## src/hw/rtl/egas_pkg.sv

```systemverilog
// Shared types and constants for the epsilon-greedy arm selector.
// Holds the item structs, command and register codes, FSM states and
// the compare unit status. No dependencies.
package egas_pkg;

  localparam int SUM_BITS  = 48;  // per-arm reward sum, signed Q40.8
  localparam int HALF_BITS = 24;  // split point of the sum for the multiplier
  localparam int EPS_BITS  = 17;
  localparam int ACT_BITS  = 5;
  localparam int CFG_BITS  = 17;  // widest register

  localparam logic CMD_RECORD = 1'b0;
  localparam logic CMD_CHOOSE = 1'b1;

  localparam logic REG_EPSILON = 1'b0;
  localparam logic REG_ACTIVE  = 1'b1;

  typedef struct packed {
    logic               cmd;
    logic [3:0]         arm_index;
    logic signed [15:0] reward_value;
    logic [15:0]        random_fraction;
    logic [3:0]         random_arm;
  } in_item_t;

  typedef struct packed {
    logic [3:0] chosen_arm;
    logic       explored;
  } out_item_t;

  typedef enum logic [2:0] {
    ST_IDLE,
    ST_REC_RD,
    ST_REC_WR,
    ST_CH_RD,
    ST_CH_LOAD,
    ST_CH_CMP
  } state_t;

  typedef struct packed {
    logic done;
    logic greater;
  } cmp_status_t;

endpackage

```

## src/hw/rtl/egas_ram.sv

```systemverilog
// Generic simple dual-port RAM: one write port, one read port,
// registered read data. No dependencies.
module egas_ram #(
  parameter int WIDTH = 80,
  parameter int DEPTH = 16
) (
  input  logic                     clk,
  input  logic                     we,
  input  logic [$clog2(DEPTH)-1:0] waddr,
  input  logic [WIDTH-1:0]         wdata,
  input  logic [$clog2(DEPTH)-1:0] raddr,
  output logic [WIDTH-1:0]         rdata
);

  logic [WIDTH-1:0] mem [DEPTH];

  always_ff @(posedge clk) begin
    if (we) begin
      mem[waddr] <= wdata;
    end
    rdata <= mem[raddr];
  end

endmodule

```

## src/hw/rtl/egas_table.sv

```systemverilog
// Per-arm count/sum table: one RAM plus a valid bit per arm so that
// reset clears the table at once. Depends on egas_ram.
module egas_table #(
  parameter int WIDTH = 80,
  parameter int DEPTH = 16
) (
  input  logic                     clk,
  input  logic                     rst,
  input  logic                     we,
  input  logic [$clog2(DEPTH)-1:0] waddr,
  input  logic [WIDTH-1:0]         wdata,
  input  logic [$clog2(DEPTH)-1:0] raddr,
  output logic [WIDTH-1:0]         rdata
);

  logic [DEPTH-1:0] valid;
  logic             rd_valid;
  logic [WIDTH-1:0] ram_q;

  egas_ram #(
    .WIDTH(WIDTH),
    .DEPTH(DEPTH)
  ) u_ram (
    .clk  (clk),
    .we   (we),
    .waddr(waddr),
    .wdata(wdata),
    .raddr(raddr),
    .rdata(ram_q)
  );

  always_ff @(posedge clk) begin
    if (rst) begin
      valid    <= '0;
      rd_valid <= 1'b0;
    end else begin
      if (we) begin
        valid[waddr] <= 1'b1;
      end
      rd_valid <= valid[raddr];
    end
  end

  // never-written entry reads as zero count, zero sum
  assign rdata = rd_valid ? ram_q : '0;

endmodule

```

## src/hw/rtl/egas_cmp.sv

```systemverilog
// Sequential exact mean compare: a/b > c/d as a*d > c*b, built from
// four 25x(COUNT_BITS+1) signed products on one shared multiplier.
// Depends on egas_pkg.
module egas_cmp #(
  parameter int COUNT_BITS = 32
) (
  input  logic                                clk,
  input  logic                                rst,
  input  logic                                start,
  input  logic signed [egas_pkg::SUM_BITS-1:0] a,
  input  logic [COUNT_BITS-1:0]               b,
  input  logic signed [egas_pkg::SUM_BITS-1:0] c,
  input  logic [COUNT_BITS-1:0]               d,
  output egas_pkg::cmp_status_t               status
);

  localparam int MY   = COUNT_BITS + 1;
  localparam int MX   = egas_pkg::HALF_BITS + 1;
  localparam int PRW  = MX + MY;
  localparam int PW   = egas_pkg::SUM_BITS + MY;
  localparam int HB   = egas_pkg::HALF_BITS;
  localparam logic [2:0] LAST_STEP = 3'd5;

  logic                                 running;
  logic [2:0]                           step;
  logic signed [egas_pkg::SUM_BITS-1:0] a_q, c_q;
  logic [COUNT_BITS-1:0]                b_q, d_q;
  logic signed [MX-1:0]                 mul_x;
  logic signed [MY-1:0]                 mul_y;
  logic signed [PRW-1:0]                prod;
  logic signed [PW-1:0]                 acc1, acc2;

  // step 0: a_lo*d, 1: a_hi*d, 2: c_lo*b, 3: c_hi*b
  always_comb begin
    case (step)
      3'd1: begin
        mul_x = $signed({a_q[egas_pkg::SUM_BITS-1], a_q[egas_pkg::SUM_BITS-1:HB]});
        mul_y = $signed({1'b0, d_q});
      end
      3'd2: begin
        mul_x = $signed({1'b0, c_q[HB-1:0]});
        mul_y = $signed({1'b0, b_q});
      end
      3'd3: begin
        mul_x = $signed({c_q[egas_pkg::SUM_BITS-1], c_q[egas_pkg::SUM_BITS-1:HB]});
        mul_y = $signed({1'b0, b_q});
      end
      default: begin
        mul_x = $signed({1'b0, a_q[HB-1:0]});
        mul_y = $signed({1'b0, d_q});
      end
    endcase
  end

  always_ff @(posedge clk) begin
    if (rst) begin
      running <= 1'b0;
      step    <= '0;
    end else if (start) begin
      running <= 1'b1;
      step    <= '0;
    end else if (running) begin
      step <= step + 3'd1;
      if (step == LAST_STEP) begin
        running <= 1'b0;
      end
    end
  end

  always_ff @(posedge clk) begin
    if (start) begin
      a_q <= a;
      b_q <= b;
      c_q <= c;
      d_q <= d;
    end
    prod <= PRW'(mul_x) * PRW'(mul_y);
    case (step)
      3'd1:    acc1 <= PW'(prod);
      3'd2:    acc1 <= acc1 + (PW'(prod) <<< HB);
      3'd3:    acc2 <= PW'(prod);
      3'd4:    acc2 <= acc2 + (PW'(prod) <<< HB);
      default: ;
    endcase
  end

  assign status.done    = running && (step == LAST_STEP);
  assign status.greater = acc1 > acc2;

endmodule

```

## src/hw/rtl/epsilon_greedy_arm_selector_top.sv

```systemverilog
// Top level of the epsilon-greedy arm selector: command FSM, config
// registers and result register. Depends on egas_pkg, egas_table, egas_cmp.
//
//   channel  | signals                          | transfer
//   ---------+----------------------------------+------------------------------
//   config   | cfg_we, cfg_index, cfg_data      | write at any edge with cfg_we
//   input    | start, busy, in_item             | beat when start && !busy
//   result   | done, out_item                   | one-cycle strobe on done
//
// Record: busy through table read and write-back. Explore choose: never busy,
// result the cycle after accept. Greedy choose: busy through a read and a load
// per arm, plus a 6-step shared multiplier compare per played arm beyond arm 0;
// done rises in the first cycle busy is low.
// Synchronous reset clears FSM, epsilon, table valid bits; active arms go to 16.
// Results cannot be stalled; done is high for exactly one cycle.
module epsilon_greedy_arm_selector_top #(
  parameter int NUM_ARMS   = 16,
  parameter int COUNT_BITS = 32
) (
  input  logic                            clk,
  input  logic                            rst,
  input  logic                            start,
  output logic                            busy,
  input  egas_pkg::in_item_t              in_item,
  output logic                            done,
  output egas_pkg::out_item_t             out_item,
  input  logic                            cfg_we,
  input  logic                            cfg_index,
  input  logic [egas_pkg::CFG_BITS-1:0]   cfg_data
);

  localparam int ARM_BITS = $clog2(NUM_ARMS);
  localparam int CW       = (ARM_BITS + 1 > egas_pkg::ACT_BITS) ? ARM_BITS + 1
                                                                : egas_pkg::ACT_BITS;
  localparam int SB       = egas_pkg::SUM_BITS;
  localparam int TW       = COUNT_BITS + SB;

  egas_pkg::state_t   state, state_next;
  egas_pkg::in_item_t item_q;

  logic [egas_pkg::EPS_BITS-1:0] epsilon_threshold;
  logic [egas_pkg::ACT_BITS-1:0] active_arms;

  logic [ARM_BITS-1:0]   scan_idx, best_idx, best_idx_next;
  logic signed [SB-1:0]  best_sum, cand_sum;
  logic [COUNT_BITS-1:0] best_cnt, cand_cnt;

  logic                  tbl_we;
  logic [ARM_BITS-1:0]   tbl_waddr, tbl_raddr;
  logic [TW-1:0]         tbl_wdata, tbl_rdata;
  logic [COUNT_BITS-1:0] rd_cnt;
  logic signed [SB-1:0]  rd_sum;

  egas_pkg::cmp_status_t cmp_st;
  logic                  cmp_start;

  logic [CW-1:0] act, ra_ext;
  logic          accept, explore, arm_ok, scan_last, advance, take;

  // ---------------- storage ----------------
  egas_table #(
    .WIDTH(TW),
    .DEPTH(NUM_ARMS)
  ) u_table (
    .clk  (clk),
    .rst  (rst),
    .we   (tbl_we),
    .waddr(tbl_waddr),
    .wdata(tbl_wdata),
    .raddr(tbl_raddr),
    .rdata(tbl_rdata)
  );

  egas_cmp #(
    .COUNT_BITS(COUNT_BITS)
  ) u_cmp (
    .clk   (clk),
    .rst   (rst),
    .start (cmp_start),
    .a     (rd_sum),
    .b     (rd_cnt),
    .c     (best_sum),
    .d     (best_cnt),
    .status(cmp_st)
  );

  assign rd_cnt = tbl_rdata[TW-1 -: COUNT_BITS];
  assign rd_sum = $signed(tbl_rdata[SB-1:0]);

  // ---------------- decode ----------------
  always_comb begin
    if (active_arms == '0) begin
      act = CW'(1);
    end else if (CW'(active_arms) > CW'(NUM_ARMS)) begin
      act = CW'(NUM_ARMS);
    end else begin
      act = CW'(active_arms);
    end
  end

  assign accept    = start && (state == egas_pkg::ST_IDLE);
  assign explore   = {1'b0, in_item.random_fraction} < epsilon_threshold;
  assign arm_ok    = CW'(in_item.arm_index) < CW'(NUM_ARMS);
  assign ra_ext    = (CW'(in_item.random_arm) >= act) ? act - CW'(1)
                                                      : CW'(in_item.random_arm);
  assign scan_last = (CW'(scan_idx) + CW'(1)) >= act;
  assign busy      = (state != egas_pkg::ST_IDLE);

  // ---------------- next state and table control ----------------
  always_comb begin
    state_next = state;
    tbl_raddr  = scan_idx;
    tbl_we     = 1'b0;
    tbl_waddr  = ARM_BITS'(item_q.arm_index);
    tbl_wdata  = {rd_cnt + COUNT_BITS'(1), rd_sum + SB'($signed(item_q.reward_value))};
    cmp_start  = 1'b0;
    advance    = 1'b0;
    take       = 1'b0;
    unique case (state)
      egas_pkg::ST_IDLE: begin
        if (accept) begin
          if (in_item.cmd == egas_pkg::CMD_RECORD) begin
            if (arm_ok) begin
              state_next = egas_pkg::ST_REC_RD;
            end
          end else if (!explore) begin
            state_next = egas_pkg::ST_CH_RD;
          end
        end
      end
      egas_pkg::ST_REC_RD: begin
        tbl_raddr  = ARM_BITS'(item_q.arm_index);
        state_next = egas_pkg::ST_REC_WR;
      end
      egas_pkg::ST_REC_WR: begin
        // saturated count: item dropped, sum untouched
        tbl_we     = (rd_cnt != '1);
        state_next = egas_pkg::ST_IDLE;
      end
      egas_pkg::ST_CH_RD: begin
        state_next = egas_pkg::ST_CH_LOAD;
      end
      egas_pkg::ST_CH_LOAD: begin
        if (scan_idx != '0 && rd_cnt != '0) begin
          cmp_start  = 1'b1;
          state_next = egas_pkg::ST_CH_CMP;
        end else begin
          advance = 1'b1;
        end
      end
      egas_pkg::ST_CH_CMP: begin
        if (cmp_st.done) begin
          advance = 1'b1;
          take    = cmp_st.greater;
        end
      end
      default: state_next = egas_pkg::ST_IDLE;
    endcase
    if (advance) begin
      state_next = scan_last ? egas_pkg::ST_IDLE : egas_pkg::ST_CH_RD;
    end
    best_idx_next = take ? scan_idx : best_idx;
  end

  // ---------------- registers ----------------
  always_ff @(posedge clk) begin
    if (rst) begin
      state             <= egas_pkg::ST_IDLE;
      done              <= 1'b0;
      epsilon_threshold <= '0;
      active_arms       <= egas_pkg::ACT_BITS'(16);
    end else begin
      state <= state_next;
      done  <= (accept && in_item.cmd == egas_pkg::CMD_CHOOSE && explore)
               || (advance && scan_last);
      if (cfg_we) begin
        unique case (cfg_index)
          egas_pkg::REG_EPSILON: epsilon_threshold <= cfg_data;
          egas_pkg::REG_ACTIVE:  active_arms <= cfg_data[egas_pkg::ACT_BITS-1:0];
          default: ;
        endcase
      end
    end
  end

  always_ff @(posedge clk) begin
    if (accept) begin
      item_q   <= in_item;
      scan_idx <= '0;
      if (in_item.cmd == egas_pkg::CMD_CHOOSE && explore) begin
        out_item.chosen_arm <= ra_ext[3:0];
        out_item.explored   <= 1'b1;
      end
    end
    if (state == egas_pkg::ST_CH_LOAD) begin
      cand_sum <= rd_sum;
      cand_cnt <= rd_cnt;
      if (scan_idx == '0) begin
        // arm 0 is the default; unplayed means a mean of 0/1
        best_sum <= (rd_cnt != '0) ? rd_sum : '0;
        best_cnt <= (rd_cnt != '0) ? rd_cnt : COUNT_BITS'(1);
      end
    end
    if (take) begin
      best_sum <= cand_sum;
      best_cnt <= cand_cnt;
    end
    best_idx <= accept ? '0 : best_idx_next;
    if (advance) begin
      scan_idx <= scan_idx + ARM_BITS'(1);
      if (scan_last) begin
        out_item.chosen_arm <= 4'(best_idx_next);
        out_item.explored   <= 1'b0;
      end
    end
  end

endmodule

```

## config.mk

```make
export PLATFORM = sky130hd
export DESIGN_NAME = epsilon_greedy_arm_selector_top
export DESIGN_NICKNAME = d
export VERILOG_FILES = /design/src/hw/rtl/egas_pkg.sv /design/src/hw/rtl/egas_ram.sv /design/src/hw/rtl/egas_table.sv /design/src/hw/rtl/egas_cmp.sv /design/src/hw/rtl/epsilon_greedy_arm_selector_top.sv
export SDC_FILE = /design/constraint.sdc
export NUM_CORES = 2
export LEC_CHECK = 0
export ABC_CLOCK_PERIOD_IN_PS = 10400
export BUFFER_PORTS_ARGS = -buffer_cell sky130_fd_sc_hd__buf_4
export CORE_ASPECT_RATIO = 0.5
export CORE_MARGIN = 2
export CORE_UTILIZATION = 58
export DETAILED_ROUTE_END_ITERATION = 16
export GPL_TIMING_DRIVEN = 0
export MAX_ROUTING_LAYER = met4
export PLACE_DENSITY = 0.77
export SYNTH_ARGS = -nofsm -noshare
export SYNTH_HDL_FRONTEND = slang
export SYNTH_SLANG_ARGS = --single-unit
```

## constraint.sdc

```tcl
create_clock -name clk -period 10.4 [get_ports clk]
set_input_delay 1.56 -clock clk [delete_from_list [all_inputs] [get_ports clk]]
set_output_delay 1.56 -clock clk [all_outputs]
set_load 0.01 [all_outputs]
```

# --- Word-level counts from Yosys, hierarchy flattened ---
# Memories as Yosys holds them, arrays and structs flattened. A register that Yosys moved wholly into a read port is not among the register bits.
# Cells that the tools add are included.
word_totals:
  regBits: 620
  mem_bits_rw: 1280
  in_bits: 63
  out_inout_bits: 7
  wordCells: 134
  memories: 1
op_classes:
  n_addsub: 8
  multipliers: 1
  order_cmp: 8
  eq_ne: 15
  muxes: 48
  bitwise: 2
  n_reduce_logical: 26
memory_table:
  columns: ["memory", "depth", "width", "rd", "rd_clocked_by_memory_dff", "wr", "line_no", "rtl"]
  rows:
  - ["u_table.u_ram.mem", 16, 80, 1, 1, 1, "egas_ram.sv:15", "logic [WIDTH-1:0] mem [DEPTH];"]
op_table:
  columns: ["cell", "count"]
  rows:
  - ["$pmux W81 S2", 2]
  - ["$mux W48", 4]
  - ["$add A81 B81 Y81", 2]
  - ["$mux W32", 5]
  - ["$gt A81 B81 Y1", 1]
  - ["$mux W80", 1]
  - ["$pmux W25 S3", 1]
  - ["$mul A25 B33 Y58", 1]
  - ["$add A48 B16 Y48", 1]
  - ["$add A32 B1 Y32 const B", 1]
  - ["$ne A32 B32 Y1 const B", 1]
  - ["$reduce_bool A32 Y1", 1]
  - ["$mux W5", 6]
  - ["$mux W4", 5]
  - ["$lt A16 B17 Y1", 1]
  - ["$or A16 B16 Y16", 1]
  - ["$mux W3", 5]
  - ["$pmux W3 S5", 1]
  - ["$mux W1", 14]
  - ["$eq A3 B2 Y1 const B", 4]
  - ["$eq A3 B3 Y1 const B", 4]
  - ["$lt A4 B5 Y1 const B", 2]
  - ["$reduce_bool A2 Y1", 5]
  - ["$logic_and A1 B1 Y1", 8]
  - ["26 further kinds", 31]

# --- Longest topological paths before layout ---
logic_depth:
  ltp_word: 9
  ltp_mapped: 39

# --- Hierarchy ---
# Synthesis repeated with hierarchy kept, for this count alone.
unflattened:
  cells_unflattened: 8367
  area_unflattened_um2: 110103.1
modules_own_cells:
  columns: ["module", "n_inst", "cells_each", "area_each_um2", "seq_area_each_um2"]
  rows:
  - ["egas_ram", 1, 2054, 49422.4, 40038.4]
  - ["egas_cmp", 1, 5064, 47705.8, 10910.5]
  - ["epsilon_greedy_arm_selector_top", 1, 1085, 11742.5, 6226.0]
  - ["egas_table", 1, 164, 1232.4, 340.3]

# --- Worst setup path before layout ---
# Ideal clock, no wire load.
synth_path:
  kind: "register to register"
  start: "register u_table.rd_valid"
  end: "memory u_table.u_ram.mem[4][0], enable pin"
  t_arrival_ns: 10.626
  t_required_ns: 9.681
  slack_ns: -0.944
  stages_incl_launch_ff: 18
  n_path_buf: 5
  path_cell_list: "dfxtp_1 > clkbuf_1 > clkbuf_1 > clkbuf_1 > clkbuf_1 > clkbuf_1 > nand2_1 > inv_1 > ha_1 > nand3_1 > nor4_1 > and3_1 > nand3_1 > nor3_1 > and3_1 > a2111oi_0 > nand2_1 > nor4_1"
synth_via:
  elab_chain_len: 5
synth_rtl:
  columns: ["item", "line_no", "rtl"]
  rows:
  - ["start: declaration", "egas_table.sv:17", "logic rd_valid;"]
  - ["start signal: assignment", "egas_table.sv:40", "rd_valid <= valid[raddr];"]
  - ["$mux W80", "egas_table.sv:45", "assign rdata = rd_valid ? ram_q : '0;"]
  - ["via tbl_rdata[49]", "epsilon_greedy_arm_selector_top.sv:50", "logic [TW-1:0] tbl_wdata, tbl_rdata;"]
  - ["$ne A32 B32 Y1", "epsilon_greedy_arm_selector_top.sv:137", "tbl_we = (rd_cnt != '1);"]
  - ["$mux W1", "epsilon_greedy_arm_selector_top.sv:119", "unique case (state)"]
  - ["$mux W1", "egas_ram.sv:18", "if (we) begin"]
  - ["$mux W1 (implied by the code)", "egas_ram.sv:19", "mem[waddr] <= wdata;"]
  - ["end: declaration", "egas_ram.sv:15", null]
# The timed path passes the listed nets, and every way through them passes these cells.

# --- Worst setup path after layout ---
layout_path:
  start: "register u_cmp.step[2]"
  end: "register u_cmp.prod[51]"
layout_via:
  elab_chain_len: 4
  word_cells_on_any_way: 7
layout_rtl:
  columns: ["item", "line_no", "rtl"]
  rows:
  - ["start: declaration", "egas_cmp.sv:25", "logic [2:0] step;"]
  - ["start signal: assignment", "egas_cmp.sv:63", "step <= step + 3'd1;"]
  - ["$eq A3 B2 Y1", "egas_cmp.sv:35", "case (step)"]
  - ["$reduce_or A2 Y1 (no line)", null, null]
  - ["$mux W32", "egas_cmp.sv:35", null]
  - ["$mul A25 B33 Y58 *", "egas_cmp.sv:77", "prod <= PRW'(mul_x) * PRW'(mul_y);"]
  - ["end signal: assignment", "egas_cmp.sv:77", null]
  - ["end: declaration", "egas_cmp.sv:30", "logic signed [PRW-1:0] prod;"]
# Every way passes the cells marked *; elsewhere a longest branch is shown, timed or not.
# A chain may end at the register's enable or synchronous reset.

==> run metrics <==
Synth cell types 91; unrepaired setup endpoints after global routing true; vias per cell 6.261; period utilisation layout 0.9716; top_reg_cell synth edfxtp_1; CTS Buffer Depth 4; Total GRT Usage 0.3330; Post-synth ARST share 0; Hold Crit Class register to register; clock sink count 1980; # rows 113; worst rel slew slack 0.03255; Pins Over Slew Limit 0; Min-Delay Startpoint best_sum[2]$_DFFE_PP_; initial antenna violation count 8; Congestion Overflow GR 0; Clock Pin Slew Worst Setup and Hold Paths 0.07 ns; CP Launch Type register; dominant cell type by area after synthesis edfxtp_1; max-cap viol count 0; Max VDD drop 0.0001551 V; die height 312.3 um; Synth Register Bits 1980; pwr/cell area 189.7 mW/mm2; reg2reg start u_cmp.step[2]$_SDFFE_PP0P_; 1st-iter DRT viols 8995; largest cells by area after synthesis edfxtp_1, fa_1, mux4_2; Worst path max stage delay 0.56 ns; top cell type's share of synthesized area 0.4866; share of post-route cells with drive strength above 1 0.1189; Critical Path Start u_cmp.step[2]$_SDFFE_PP0P_; Synthesized Nets just under 10000; remaining routing DRC violations 0; worst-skew pair later-pin latency 0.87 ns; Root Driver clkbuf_16; CP most frequent cell fa_1; syn_area_per_cell 12.94 um2; Synth Warn # 0; Initial DRT Pass Iterations 5; register area share after synthesis 0.5218; first-pass GRT wire length ~460000 um; DP HPWL 226100 um; Critical Path RT 11.07 ns; Setup Viol. Count Final 0; CP max stage cell fa_1; P&R area growth vs syn 10.45%; status finished clean; CTS tree done; Layout Skew 0.1112 ns; Cell Area, Placed around 0.12 mm2; full die area ~0.19 mm2; routability congestion estimate from global placement 1.037; # H-tree levels 4; Initial Util 0.5822; slack of the critical path approximately 0.30 ns; pre-CTS setup slack -1.605 ns; Port Buffers 69; Final Hold Violating Endpoints 0; Routed Antenna Nets 0; vias in the first global route 72280; synthesized area between 0.1 and 0.15 mm2; Mapped Cells 8515; number of synthesized flops with an enable pin about 1800; FMAX 98.96 MHz; pin count of the biggest net entering global routing 66; Ports 70; crit path kind register to register; min Tclk post-route 10.10 ns; Util after Layout 0.6430; crit-path max FO 13; Critical Path End Type register; final instance area about 0.12 mm2; nets between 10000 and 15000; DIE WIDTH about 620 um; core area 0.1893 mm2; CP arrival 10.77 ns; leakage power 0.04778 uW; routed via count 72280; Worst-Margin Slew 1.441 ns; Num CTS Buffers roughly 170; final wirelength 311500 um; WL/cell about 27 um
-- final timing paths --
kind,endpoint,slack (ns),cells past startpoint
setup / recovery,u_cmp.prod[51]$_DFF_P_,0.30,29
hold / removal,u_cmp.c_q[2]$_DFFE_PP_,0.39,0
setup reg to reg,u_cmp.prod[51]$_DFF_P_,0.30,29
hold reg to reg,u_cmp.c_q[2]$_DFFE_PP_,0.39,0
-- layer usage --
| layer | GRT usage | up-vias | part of all wire |
|---|---|---|---|
| met2 | 0.4917 | 4655 | 0.44 |
| li1 | - | 30760 | - |
| met4 | 0.1304 | 0 | 0.047 |
| met1 | 0.4436 | 36030 | 0.38 |
| met3 | 0.08908 | 839 | 0.13 |
| met5 | - | - | 0 |
-- sequential cells by signal, indices dropped and copies added, names as in the netlist, 48 cells and up --
register             count
best_sum                48
cand_sum                48
u_cmp.a_q               48
u_cmp.acc1              81
u_cmp.acc2              81
u_cmp.c_q               48
u_cmp.prod              58
u_table.u_ram.mem     1280
u_table.u_ram.rdata     80
-- cell usage after synthesis (19+ instances only) --
library cell,n
a211oi_1,106
a21o_1,168
a21oi_1,266
a22oi_1,43
a31oi_1,104
and2_1,211
and3_1,37
buf_1,19
buf_2,62
clkbuf_1,321
dfxtp_1,194
edfxtp_1,1786
fa_1,690
ha_1,500
inv_1,874
mux2_2,32
mux2i_1,49
mux4_2,324
nand2_1,1028
nand2b_1,44
nand3_1,56
nand4_1,77
nor2_1,585
nor2b_1,66
nor3_1,40
o21a_1,28
o21ai_0,310
o21bai_1,33
xnor2_1,142
xor2_1,94
-- report_power, final --
| group | internal (uW) | switching (uW) | total (uW) |
|---|---|---|---|
| combinational | 2730 | 4330 | 7060 |
| clock | 3400 | 2870 | 6260 |
| sequential | 9310 | 449 | 9760 |
| total | 15400 | 7650 | 23100 |
-- critical path: cells and delay by family (launching register included) --
family	cells	cell delay, ns
fa+ha+maj	9	4.26
compound gates	11	3.20
buf+inv	5	1.58
flops	1	0.39
simple gates	3	0.35
xor+xnor	1	0.15
-- final cells by class --
class	count	area [um2]
clock buffer	242	4741
fill	13430	67580
antenna	6	15.01
multi-input combinational	5258	48380
tap	2530	3166
clock inverter	65	586.8
timing repair buffer	194	2317
buffer	395	1732
sequential	1980	57520
inverter	874	3283
-- metrics by stage --
step	hold WS (ns)	TNS, ns	instances	total power [uW]
floorplan	0.4003	0	8515	14600
detailed placement	0.4045	-24.28	11220	16720
global placement	0.4006	-5366.05	11110	16580
global route	0.4206	-0.08152	11540	24120
finish	0.3930	0	11540	23090
CTS	0.4071	0	11540	22960
-- cell usage in the layout, fill, tap and decap left out, types with 97 or more instances in the layout --
cell / n
edfxtp_1: 1786
nand2_1: 1019
inv_1: 873
fa_1: 689
nor2_1: 575
ha_1: 498
mux4_2: 324
o21ai_0: 307
clkbuf_1: 275
a21oi_1: 265
and2_1: 208
dfxtp_1: 193
clkbuf_16: 175
a21o_1: 168
xnor2_1: 135
a211oi_1: 105
a31oi_1: 102
buf_4: 97
-- cell families (layout without fill, tap and decap cells) --
family / count (synthesis) / in the layout / share of synthesized area
buf+inv: 1277 / 1770 / 0.04423
mux: 405 / 405 / 0.07392
flops: 1980 / 1980 / 0.5218
other cells: 0 / 6 / 0
simple gates: 2198 / 2198 / 0.08764
compound gates: 1229 / 1229 / 0.07156
xor+xnor: 236 / 236 / 0.01875
fa+ha+maj: 1190 / 1190 / 0.1821
-- timing repair --
action | in CTS | in global routing
buffers inserted | 10 | 5
endpoints found under the setup margin | 32 | 15
hold buffers | 0 | 0
gates resized for setup | 111 | 128
pin swaps | 6 | 5
Note: power is estimated with default switching activity, not from simulation.
